[config.mk]
export PLATFORM = sky130hd
export DESIGN_NAME = two_phase_traffic_light_sequencer_unit
export DESIGN_NICKNAME = d
export VERILOG_FILES = /design/src/tpts_pkg.sv /design/src/two_phase_traffic_light_sequencer_unit.sv
export SDC_FILE = /design/constraint.sdc
export NUM_CORES = 1
export LEC_CHECK = 0
export ABC_CLOCK_PERIOD_IN_PS = 2900
export BUFFER_PORTS_ARGS = -buffer_cell sky130_fd_sc_hd__buf_4
export CORE_MARGIN = 2
export CORE_UTILIZATION = 50
export CTS_CLUSTER_DIAMETER = 50
export DETAILED_ROUTE_END_ITERATION = 7
export PLACE_DENSITY = 0.8
export SKIP_CTS_REPAIR_TIMING = 1
export SLEW_MARGIN = 20
export SYNTH_ARGS = -nofsm -noshare
export SYNTH_HDL_FRONTEND = slang
export SYNTH_SLANG_ARGS = --single-unit
[constraint.sdc]
create_clock -name clk -period 2.9 [get_ports clk]
set_input_delay 0.435 -clock clk [delete_from_list [all_inputs] [get_ports clk]]
set_output_delay 0.435 -clock clk [all_outputs]
set_load 0.1 [all_outputs]
[src/tpts_pkg.sv]
`timescale 1ns / 1ps
`default_nettype none
// ----------------------------------------------------------------------------
// tpts_pkg: shared types and constants for the traffic light sequencer
// Timing constants, lamp bit positions, register indexes and the result record.
// ----------------------------------------------------------------------------
package tpts_pkg;

  localparam int unsigned TICK_W = 5;
  localparam int unsigned CNT_W  = 8;
  localparam int unsigned LAMP_W = 6;

  localparam logic [TICK_W-1:0] TICKS_PER_SECOND = 5'd20;
  localparam logic [CNT_W-1:0]  YELLOW_SECONDS   = 8'd3;
  localparam logic [TICK_W-1:0] MID_TICK_P0      = 5'd5;
  localparam logic [TICK_W-1:0] MID_TICK_P1      = 5'd10;

  localparam logic [LAMP_W-1:0] L_NS_RED = 6'b000001;
  localparam logic [LAMP_W-1:0] L_NS_YEL = 6'b000010;
  localparam logic [LAMP_W-1:0] L_NS_GRN = 6'b000100;
  localparam logic [LAMP_W-1:0] L_EW_RED = 6'b001000;
  localparam logic [LAMP_W-1:0] L_EW_YEL = 6'b010000;
  localparam logic [LAMP_W-1:0] L_EW_GRN = 6'b100000;

  localparam logic [CNT_W-1:0] MAIN_A_RESET  = 8'd63;
  localparam logic [CNT_W-1:0] MAIN_B_RESET  = 8'd60;
  localparam logic [CNT_W-1:0] MINOR_A_RESET = 8'd33;
  localparam logic [CNT_W-1:0] MINOR_B_RESET = 8'd30;

  typedef enum logic [1:0] {
    REG_MAIN_A  = 2'd0,
    REG_MAIN_B  = 2'd1,
    REG_MINOR_A = 2'd2,
    REG_MINOR_B = 2'd3
  } reg_index_t;

  typedef struct packed {
    logic             display_hold;
    logic [CNT_W-1:0] count_b;
    logic [CNT_W-1:0] count_a;
    logic [LAMP_W-1:0] lamps;
  } result_t;

endpackage
`default_nettype wire

[src/two_phase_traffic_light_sequencer_unit.sv]
`timescale 1ns / 1ps
`default_nettype none
// ----------------------------------------------------------------------------
// two_phase_traffic_light_sequencer_unit: two-phase junction light sequencer
// Send one request per 50 ms tick on s_* carrying the sampled switch level;
// each request yields one result on m_* with the six lamp bits, both
// countdown values and the hold display flag after that tick.
// Each accepted request's result is registered; one request is taken every
// cycle while s_tready is high, set by the single-pass next-state logic. An
// output register and a skid register part the two sides, so a new request is
// still taken while one finished result waits; s_tready drops only when
// both hold a result. Reset clears both valid flags, loads the timing
// registers with their defaults and puts the sequencer in phase zero with
// north-south green and east-west red. While m_tready is low results are
// held unchanged. Write cfg_data to register cfg_index with cfg_we while
// the block is idle.
// ----------------------------------------------------------------------------
module two_phase_traffic_light_sequencer_unit (
  input  wire logic        clk,
  input  wire logic        rst,
  input  wire logic        s_tvalid,
  output logic             s_tready,
  input  wire logic [7:0]  s_tdata,   // [0] switch_level, [7:1] zero
  output logic             m_tvalid,
  input  wire logic        m_tready,
  output logic [23:0]      m_tdata,   // [0] ns_red, [1] ns_yellow, [2] ns_green,
                                      // [3] ew_red, [4] ew_yellow, [5] ew_green,
                                      // [13:6] count_a, [21:14] count_b,
                                      // [22] display_hold, [23] zero
  input  wire logic        cfg_we,
  input  wire logic [1:0]  cfg_index,
  input  wire logic [7:0]  cfg_data
);

  logic [tpts_pkg::CNT_W-1:0] main_a, main_b, minor_a, minor_b;

  logic [tpts_pkg::TICK_W-1:0] tick_count, tick_count_next;
  logic [tpts_pkg::CNT_W-1:0]  counter_a, counter_a_next;
  logic [tpts_pkg::CNT_W-1:0]  counter_b, counter_b_next;
  logic                        phase, phase_next;
  logic                        restart_pending, restart_pending_next;
  logic                        flash_direction, flash_direction_next;
  logic                        flash_enable, flash_enable_next;
  logic [tpts_pkg::LAMP_W-1:0] lamp_bits, lamp_bits_next;
  logic                        hold_display, hold_display_next;

  tpts_pkg::result_t result, out_data, skid_data;
  logic              out_valid, skid_valid;
  logic              push, pop;

  assign s_tready = !skid_valid;
  assign push     = s_tvalid && s_tready;
  assign pop      = out_valid && m_tready;
  assign m_tvalid = out_valid;
  assign m_tdata  = {1'b0, out_data};

  always_ff @(posedge clk) begin
    if (rst) begin
      main_a  <= tpts_pkg::MAIN_A_RESET;
      main_b  <= tpts_pkg::MAIN_B_RESET;
      minor_a <= tpts_pkg::MINOR_A_RESET;
      minor_b <= tpts_pkg::MINOR_B_RESET;
    end else if (cfg_we) begin
      case (tpts_pkg::reg_index_t'(cfg_index))
        tpts_pkg::REG_MAIN_A:  main_a  <= cfg_data;
        tpts_pkg::REG_MAIN_B:  main_b  <= cfg_data;
        tpts_pkg::REG_MINOR_A: minor_a <= cfg_data;
        tpts_pkg::REG_MINOR_B: minor_b <= cfg_data;
        default: ;
      endcase
    end
  end

  always_comb begin
    logic                         fa, fb;
    logic [tpts_pkg::TICK_W-1:0]  mid_tick;
    tick_count_next      = tick_count + 1'b1;
    counter_a_next       = counter_a;
    counter_b_next       = counter_b;
    phase_next           = phase;
    restart_pending_next = restart_pending;
    flash_direction_next = flash_direction;
    flash_enable_next    = flash_enable;
    lamp_bits_next       = lamp_bits;
    hold_display_next    = hold_display;
    mid_tick             = phase ? tpts_pkg::MID_TICK_P1 : tpts_pkg::MID_TICK_P0;
    fa                   = 1'b0;
    fb                   = 1'b0;

    if (!s_tdata[0]) begin
      hold_display_next    = 1'b1;
      phase_next           = 1'b0;
      lamp_bits_next       = tpts_pkg::L_NS_RED | tpts_pkg::L_EW_RED;
      counter_a_next       = main_a;
      counter_b_next       = main_b;
      tick_count_next      = '0;
      restart_pending_next = 1'b1;
    end else begin
      hold_display_next = 1'b0;
      if (restart_pending) begin
        lamp_bits_next       = tpts_pkg::L_NS_GRN | tpts_pkg::L_EW_RED;
        restart_pending_next = 1'b0;
        tick_count_next      = '0;
      end

      // mid-second lamp change
      if (tick_count_next == mid_tick) begin
        fb = (counter_b <= tpts_pkg::YELLOW_SECONDS) && !flash_direction && flash_enable;
        fa = (counter_a <= tpts_pkg::YELLOW_SECONDS) && flash_direction && flash_enable;
        if (!phase) begin
          if (fb) lamp_bits_next = lamp_bits_next & ~(tpts_pkg::L_EW_GRN | tpts_pkg::L_EW_YEL);
          if (fa) lamp_bits_next = lamp_bits_next & ~(tpts_pkg::L_NS_GRN | tpts_pkg::L_NS_YEL);
        end else begin
          if (fb) lamp_bits_next = lamp_bits_next & ~(tpts_pkg::L_NS_GRN | tpts_pkg::L_NS_YEL);
          if (fa) lamp_bits_next = lamp_bits_next & ~(tpts_pkg::L_EW_GRN | tpts_pkg::L_EW_YEL);
        end
      end

      // second boundary
      if (tick_count_next == tpts_pkg::TICKS_PER_SECOND) begin
        tick_count_next = '0;
        counter_a_next  = counter_a - 1'b1;
        counter_b_next  = counter_b - 1'b1;
        fb = (counter_b_next <= tpts_pkg::YELLOW_SECONDS) && !flash_direction
             && flash_enable;
        fa = (counter_a_next <= tpts_pkg::YELLOW_SECONDS) && flash_direction
             && flash_enable;
        if (fb) lamp_bits_next = (lamp_bits_next & ~tpts_pkg::L_NS_GRN) | tpts_pkg::L_NS_YEL;
        if (fa) lamp_bits_next = (lamp_bits_next & ~tpts_pkg::L_EW_GRN) | tpts_pkg::L_EW_YEL;
        if (counter_a_next == '0 && counter_b_next == tpts_pkg::YELLOW_SECONDS) begin
          counter_a_next    = tpts_pkg::YELLOW_SECONDS;
          flash_enable_next = 1'b1;
        end
        if (counter_a_next == tpts_pkg::YELLOW_SECONDS && counter_b_next == '0) begin
          counter_b_next    = tpts_pkg::YELLOW_SECONDS;
          flash_enable_next = 1'b1;
        end
        if (counter_a_next == '0 && counter_b_next == '0) begin
          flash_direction_next = !flash_direction;
          flash_enable_next    = 1'b0;
          if (!phase) begin
            lamp_bits_next = tpts_pkg::L_NS_RED | tpts_pkg::L_EW_GRN;
            counter_a_next = minor_a;
            counter_b_next = minor_b;
            phase_next     = 1'b1;
          end else begin
            lamp_bits_next = tpts_pkg::L_NS_GRN | tpts_pkg::L_EW_RED;
            counter_a_next = main_a;
            counter_b_next = main_b;
            phase_next     = 1'b0;
          end
        end
      end
    end

    result.lamps        = lamp_bits_next;
    result.count_a      = counter_a_next;
    result.count_b      = counter_b_next;
    result.display_hold = hold_display_next;
  end

  always_ff @(posedge clk) begin
    if (rst) begin
      tick_count      <= '0;
      counter_a       <= tpts_pkg::MAIN_A_RESET;
      counter_b       <= tpts_pkg::MAIN_B_RESET;
      phase           <= 1'b0;
      restart_pending <= 1'b0;
      flash_direction <= 1'b0;
      flash_enable    <= 1'b0;
      lamp_bits       <= tpts_pkg::L_NS_GRN | tpts_pkg::L_EW_RED;
      hold_display    <= 1'b0;
    end else if (push) begin
      tick_count      <= tick_count_next;
      counter_a       <= counter_a_next;
      counter_b       <= counter_b_next;
      phase           <= phase_next;
      restart_pending <= restart_pending_next;
      flash_direction <= flash_direction_next;
      flash_enable    <= flash_enable_next;
      lamp_bits       <= lamp_bits_next;
      hold_display    <= hold_display_next;
    end
  end

  // output register with skid stage
  always_ff @(posedge clk) begin
    if (rst) begin
      out_valid  <= 1'b0;
      skid_valid <= 1'b0;
    end else if (pop || !out_valid) begin
      if (skid_valid) begin
        out_valid  <= 1'b1;
        skid_valid <= push;
      end else begin
        out_valid <= push;
      end
    end else if (push) begin
      skid_valid <= 1'b1;
    end
  end

  always_ff @(posedge clk) begin
    if (pop || !out_valid) begin
      if (skid_valid) begin
        out_data <= skid_data;
        if (push) skid_data <= result;
      end else if (push) begin
        out_data <= result;
      end
    end else if (push) begin
      skid_data <= result;
    end
  end

endmodule
`default_nettype wire

==> results of run 1 <==
-- power by group --
group | switching [W] | leakage [nW] | internal, W
clock network | 0.000604 | 0.161 | 0.000736
registers | 0.0000520 | 0.949 | 0.00170
logic | 0.000391 | 1.51 | 0.000184
-- cells in the mapped netlist (8+ instances only) --
| master | count |
|---|---|
| nand2_1 | 60 |
| mux2i_1 | 12 |
| nor3_1 | 15 |
| a21oi_1 | 37 |
| a31oi_1 | 9 |
| and3_1 | 11 |
| dfxtp_1 | 65 |
| a2bb2oi_1 | 8 |
| xnor2_1 | 9 |
| inv_1 | 22 |
| nor2b_1 | 9 |
| clkbuf_1 | 30 |
| edfxtp_1 | 46 |
| mux2_2 | 17 |
| nand3b_1 | 11 |
| buf_2 | 8 |
| o21ai_0 | 27 |
| a211o_1 | 14 |
| nor2_1 | 58 |
-- worst max path at each step --
stage / endpoint / cells past startpoint / start / slack [ps]
2_1_floorplan: m_tdata[0] / 10 / counter_a[1] / 40
3_3_place_gp: m_tdata[15] / 10 / counter_a[0] / 40
3_5_place_dp: m_tdata[20] / 9 / tick_count[1] / 6
4_1_cts: m_tdata[20] / 9 / tick_count[1] / -20
5_1_grt: m_tdata[20] / 10 / counter_a[0] / -40
6_report: m_tdata[20] / 10 / counter_a[0] / 50
-- worst max-delay path, delay by kind of cell (launching register included) --
kind                     cells  cell delay [ps]
AO/OA/AOI/OAI                5             1470
adder cells (fa/ha/maj)      1              150
buffers and inverters        2              260
flip-flops                   1              330
multiplexers                 1              280
AND/OR/NAND/NOR              1              230
-- final cells by class --
type                       instances  area, µm²  area share
clock buffer                      10      250.2     0.03664
multi-input combinational        414       2825      0.4136
tap                              140      175.2     0.02565
sequential                       111       2689      0.3937
timing repair buffer              94      735.7      0.1077
clock inverter                     6      72.57     0.01062
inverter                          22      82.58     0.01209
-- sequential cells by signal, indices dropped and copies added (netlist names) --
register / count
counter_a: 8
counter_b: 8
flash_direction: 1
flash_enable: 1
lamp_bits: 6
m_tdata: 23
m_tvalid: 1
main_a: 8
main_b: 8
minor_a: 8
minor_b: 8
phase: 1
restart_pending: 1
skid_data: 23
skid_valid: 1
tick_count: 5
-- routing by layer --
layer / vias to the layer above / GRT usage / routed length (µm) / share of wire
met1: 2292 / 0.3652 / 6770 / 0.46
met3: 27 / 0.04468 / 1017 / 0.069
met4: 0 / 0.08036 / 258 / 0.017
met5: - / 0 / 0 / 0
li1: 2289 / - / - / -
met2: 199 / 0.3874 / 6769 / 0.46
-- cell families (layout without fill, tap and decap cells) --
group,after synthesis,after routing
AND/OR/NAND/NOR,217,217
AO/OA/AOI/OAI,150,150
flip-flops,111,111
buffers and inverters,67,132
multiplexers,29,29
XOR/XNOR,11,11
adder cells (fa/ha/maj),6,6
other,1,1
-- placed cells by master, fill, tap and decap left out, types with 12 or more instances in the layout --
cell type | netlist | final
dfxtp_1 | 65 | 60
mux2i_1 | 12 | 12
inv_1 | 22 | 20
o21ai_0 | 27 | 26
a21oi_1 | 37 | 35
mux2_2 | 17 | 17
a211o_1 | 14 | 14
buf_4 | 1 | 92
nand2_1 | 60 | 60
nor2_1 | 58 | 57
edfxtp_1 | 46 | 46
nor3_1 | 15 | 14
-- per-stage QoR --
step / hold WS [ps] / cells / instance area, µm²
finish: 319.4 / 797 / 6830
CTS: 316.1 / 795 / 6658
detailed placement: 449.4 / 779 / 6335
global route: 320.8 / 797 / 6830
global placement: 434.7 / 779 / 6335
floorplan: 427.2 / 592 / 5652
==> results.md, run 1 <==
- Outcome: completed
- Lkg Pwr: 2.623 nW
- Multiplexer area fraction after synthesis: 0.05513
- Final Util: 0.6246
- Die Width: 110.3 µm
- Predominant post-synthesis flop cell: dfxtp_1
- Syn Nets: 621
- Clock Tree Buf Depth: 2
- GR Overflow Total: 0
- Largest net degree at the start of global routing: 41
- Starting density of the core: 0.5168
- Io pins: 49
- ANT nets after route: 0
- Final nets: 681
- Tot Pwr: 0.003667 W
- DRC violations left: 0
- Reg2reg start: counter_a[0]
- Fmax: 350.6 MHz
- Clock buffer count from CTS: 9
- Synth Cell Area: 0.005652 mm²
- Initial antenna violation count: 0
- Vias/cell: 6.031
- Worst hold path class: primary input to flip-flop
- Worst-skew pair later-pin latency: 360 ps
- Yosys synthesis warning count: 0
- RSZ-0062 raised after global routing: yes
- Die Ht: 110.3 µm
- TNS Setup: 0 ps
- Compound-cell area share of the yosys netlist: 0.1864
- Hold path start: cfg_data[2]
- Reg-to-reg slack, setup: 50 ps
- Core area: 0.01094 mm²
- Main combinational cell family by area after synthesis: simple AND/OR/NAND/NOR gates
- Hold depth: 2
- Synth Area in Adders: 0.01328
- CTS Sinks: 111
- Final HPWL from detailed placement: 10.46 mm
- Register area share after synthesis: 0.4747
- Crit-path most repeated cell: o2111ai_1
- 1st-iter DRT viols: 549
- Startpoint type of the worst setup path: flip-flop
- Proportion of layout cells with a drive suffix above 1: 0.2633
- Post-synth EDFFs: 46
- CTS tree: yes
- Synth top area cells: edfxtp_1, dfxtp_1, nand2_1
- DRT Wirelength: 14.82 mm
- Final Hold Fails: 0
- Synth Register Bits: 111
- GP Congestion: 0.9427
- Number of inserted diodes: 0
- Post-synth cell types: 73
- Area added between synthesis and finish: 20.85%
- Max-slew headroom: 0.5102
- Critical path data required time: 3120 ps
- Fin crit share: 0.9835
- Slew Limit Fails: 0
- Worst-path maximum fanout: 8
- Vias: 4,807
- Clock transition at path regs: 70 ps
- Pre-CTS WS: 5.623 ps
- Crit path cell chain: inv_2 -> ha_4 -> nor3b_4 -> o2111ai_1 -> a311o_2 -> buf_12 -> o41ai_1 -> o2111ai_1 -> o21ai_0 -> mux2_2
- IO Port Bufs: 40
- Asr flop ratio synth: 0
- Share of the synthesized area in the top cell type: 0.2444
- CP endpoint kind: flip-flop
- Yosys top cell by area: edfxtp_1
- Worst Hold Path EP: main_a[2]
- Vias in the first global route: 4,457
- PnR worst setup slack: 47.90 ps
- Die ar.: 0.01217 mm²
- GRT Overall Usage: 0.2532
- Post-Synth XOR/XNOR Area: 0.01705
- Simple-gate share of the synthesized area: 0.2032
- Setup violators final: 0
- First-pass GRT wire length: 23.42 mm
- Worst Tran Pin Value: 727.1 ps
- Worst setup path class: flip-flop to flip-flop
- Post-Synthesis Cells: 592
- Syn avg cell area: 9.547 µm²
- Critical Path Max Stage Delay: 540 ps
- MaxCap Viol Count: 0
- WP data arrival: 3080 ps
- Fillers: 917
- Max rail drop VDD: 395.9 µV
- Reg-to-Reg End: m_tdata[20]
- Pwr dens: 536.9 mW/mm²
- 1st-pass router iterations: 5
- CTS root buf: clkbuf_16
- Site Rows: 38
- CP max-delay cell: a311o_2
- Crit path time final: 2852 ps
- H-tree depth: 3
- Depth of the worst register-to-register path: 10
- Fin Clk Skew: 13.66 ps
- Routed length per instance: 18.59 µm
No activity file was read; power rests on OpenSTA's default activity.
==> run 2: changes to the inputs <==
Settings changed: REMOVE_ABC_BUFFERS from default to 1, SLEW_MARGIN 20 to default.
==> run 2 against run 1 <==
Global-route usage is 0.45 points higher; design area down 1.9%; wire length increased by 2.1%; first-iteration DRC count down 28%; count of clock-buffer cells in the layout rose by 1; clock power decreased by 7%; final cell count is 0.38% lower; largest power group unchanged; sequential power is essentially flat; worst setup slack gained 48 ps.
==> results.md, run 2 (synthesis results as in run 1) <==
- Final HPWL from detailed placement: 10.70 mm
- Fin Clk Skew: 12.26 ps
- GP Congestion: 0.9632
- Reg-to-Reg End: m_tdata[7]
- Fillers: 935
- Depth of the worst register-to-register path: 10
- Area added between synthesis and finish: 18.62%
- P_int: 0.002541 W
- Critical path data required time: 3130 ps
- Final nets: 678
- WP data arrival: 3030 ps
- Vias/cell: 6.054
- Initial antenna violation count: 0
- TNS Setup: 0 ps
- Clock buffer count from CTS: 9
- Logic pwr share: 0.158
- ANT nets after route: 0
- Seq pwr share: 0.491
- GRT Overall Usage: 0.2577
- Final Cell Area: 0.006704 mm²
- PnR worst setup slack: 95.83 ps
- Hold depth: 2
- Number of inserted diodes: 0
- Max rail drop VDD: 309.8 µV
- Max-slew headroom: 0.6081
- Worst-path maximum fanout: 6
- Worst-skew pair later-pin latency: 360 ps
- Worst hold path class: primary input to flip-flop
- Outcome: completed
- Setup violators final: 0
- Tot Pwr: 0.003567 W
- Vias: 4,807
- Largest net degree at the start of global routing: 40
- Pwr dens: 532.1 mW/mm²
- Commonest non-fill, non-tap cells in the layout: buf_4, dfxtp_1, nand2_1, nor2_1, edfxtp_1
- GR Overflow Total: 0
- Fin crit share: 0.9670
- CTS Sinks: 111
- Reg-to-reg slack, setup: 100 ps
- Startpoint type of the worst setup path: flip-flop
- Clk pwr share: 0.350
- Crit path time final: 2804 ps
- MaxCap Viol Count: 0
- Reg2reg start: counter_a[0]
- CTS tree: yes
- IO Port Bufs: 40
- CP endpoint kind: flip-flop
- Slew Limit Fails: 0
- Clock Tree Buf Depth: 2
- Most common cell after layout, fill and taps aside: buf_4
- Starting density of the core: 0.5168
- First-pass GRT wire length: 23.74 mm
- Vias in the first global route: 4,499
- Placed cell area: 0.006327 mm²
- Die ar.: 0.01217 mm²
- Proportion of layout cells with a drive suffix above 1: 0.2401
- DRC violations left: 0
- Routed length per instance: 19.04 µm
- Hold path start: cfg_data[3]
- 1st-iter DRT viols: 396
- CTS root buf: clkbuf_16
- Fmax: 356.6 MHz
- Sw frac: 0.2877
- Worst Tran Pin Value: 586.0 ps
- Die Ht: 110.3 µm
- Clock transition at path regs: 70 ps
- Sw Pwr: 0.001026 W
- Io pins: 49
- Lkg Pwr: 2.533 nW
- Final Util: 0.6130
- Worst setup path class: flip-flop to flip-flop
- 1st-pass router iterations: 5
- Core area: 0.01094 mm²
- Die Width: 110.3 µm
- DRT Wirelength: 15.12 mm
- Pre-CTS WS: 23.16 ps
- Site Rows: 38
- Final Hold Fails: 0
- H-tree depth: 3
- Worst Hold Path EP: main_a[3]
[run 2: changes by cell type in the layout (fill, tap and decap cells not counted), sizes merged]
cell      previous run  this run
buf                 93        91
clkinvlp             0         2
bufinv               1         0
clkinv               2         1
inv                 25        24
[run 2: through the flow]
step                      instances  hold WS, ps
final                           794        323.9
after global routing            794        331.0
after CTS                       794        318.0
after detailed placement        778        447.7
after global placement          778        435.5
after floorplan                 547        421.0
[run 2: layout make-up]
class	count	area, µm²	area share
Inverter	22	82.58	0.01232
Clock buffer	11	264.0	0.03938
Timing Repair Buffer	91	703.2	0.1049
Sequential cell	111	2684	0.4003
Multi-Input combinational cell	414	2758	0.4113
Clock inverter	5	37.54	0.005599
Tap cell	140	175.2	0.02613
[run 2: routing by layer]
metal	part of all wire	up-vias	global-route usage	wire length, µm
met3	0.056	29	0.03998	841
met4	0.020	0	0.08482	296
met1	0.45	2331	0.3663	6870
met2	0.47	172	0.4023	7111
met5	0	-	0	0
li1	-	2275	-	-
[run 2: critical path, cell delays in order (launching register included)]
cell	delay, ps
dfxtp_1	340
inv_1	60
ha_2	210
o21bai_1	160
a211o_1	300
a311o_2	390
buf_6	160
or3_1	440
o311ai_2	230
a22o_2	230
mux2_2	160
[run 2: power groups by stage]
stage,sequential [W],clock [W],combinational (W)
global route,0.00176,0.00133,0.000602
finish,0.00175,0.00125,0.000565
floorplan,0.00194,0,0.000203
CTS,0.00175,0.00126,0.000555
detailed placement,0.00179,0,0.000552
global placement,0.00178,0,0.000539
[run 2: how the worst max path moves through the flow]
| stage | from | end | slack (ps) | cells after the start |
|---|---|---|---|---|
| 2_1_floorplan | skid_valid | skid_data[0] | -920 | 3 |
| 3_3_place_gp | counter_a[0] | m_tdata[2] | 80 | 10 |
| 3_5_place_dp | counter_a[0] | m_tdata[2] | 20 | 10 |
| 4_1_cts | counter_a[0] | m_tdata[2] | 5 | 10 |
| 5_1_grt | counter_a[0] | m_tdata[5] | -3 | 11 |
| 6_report | counter_a[0] | m_tdata[7] | 100 | 10 |
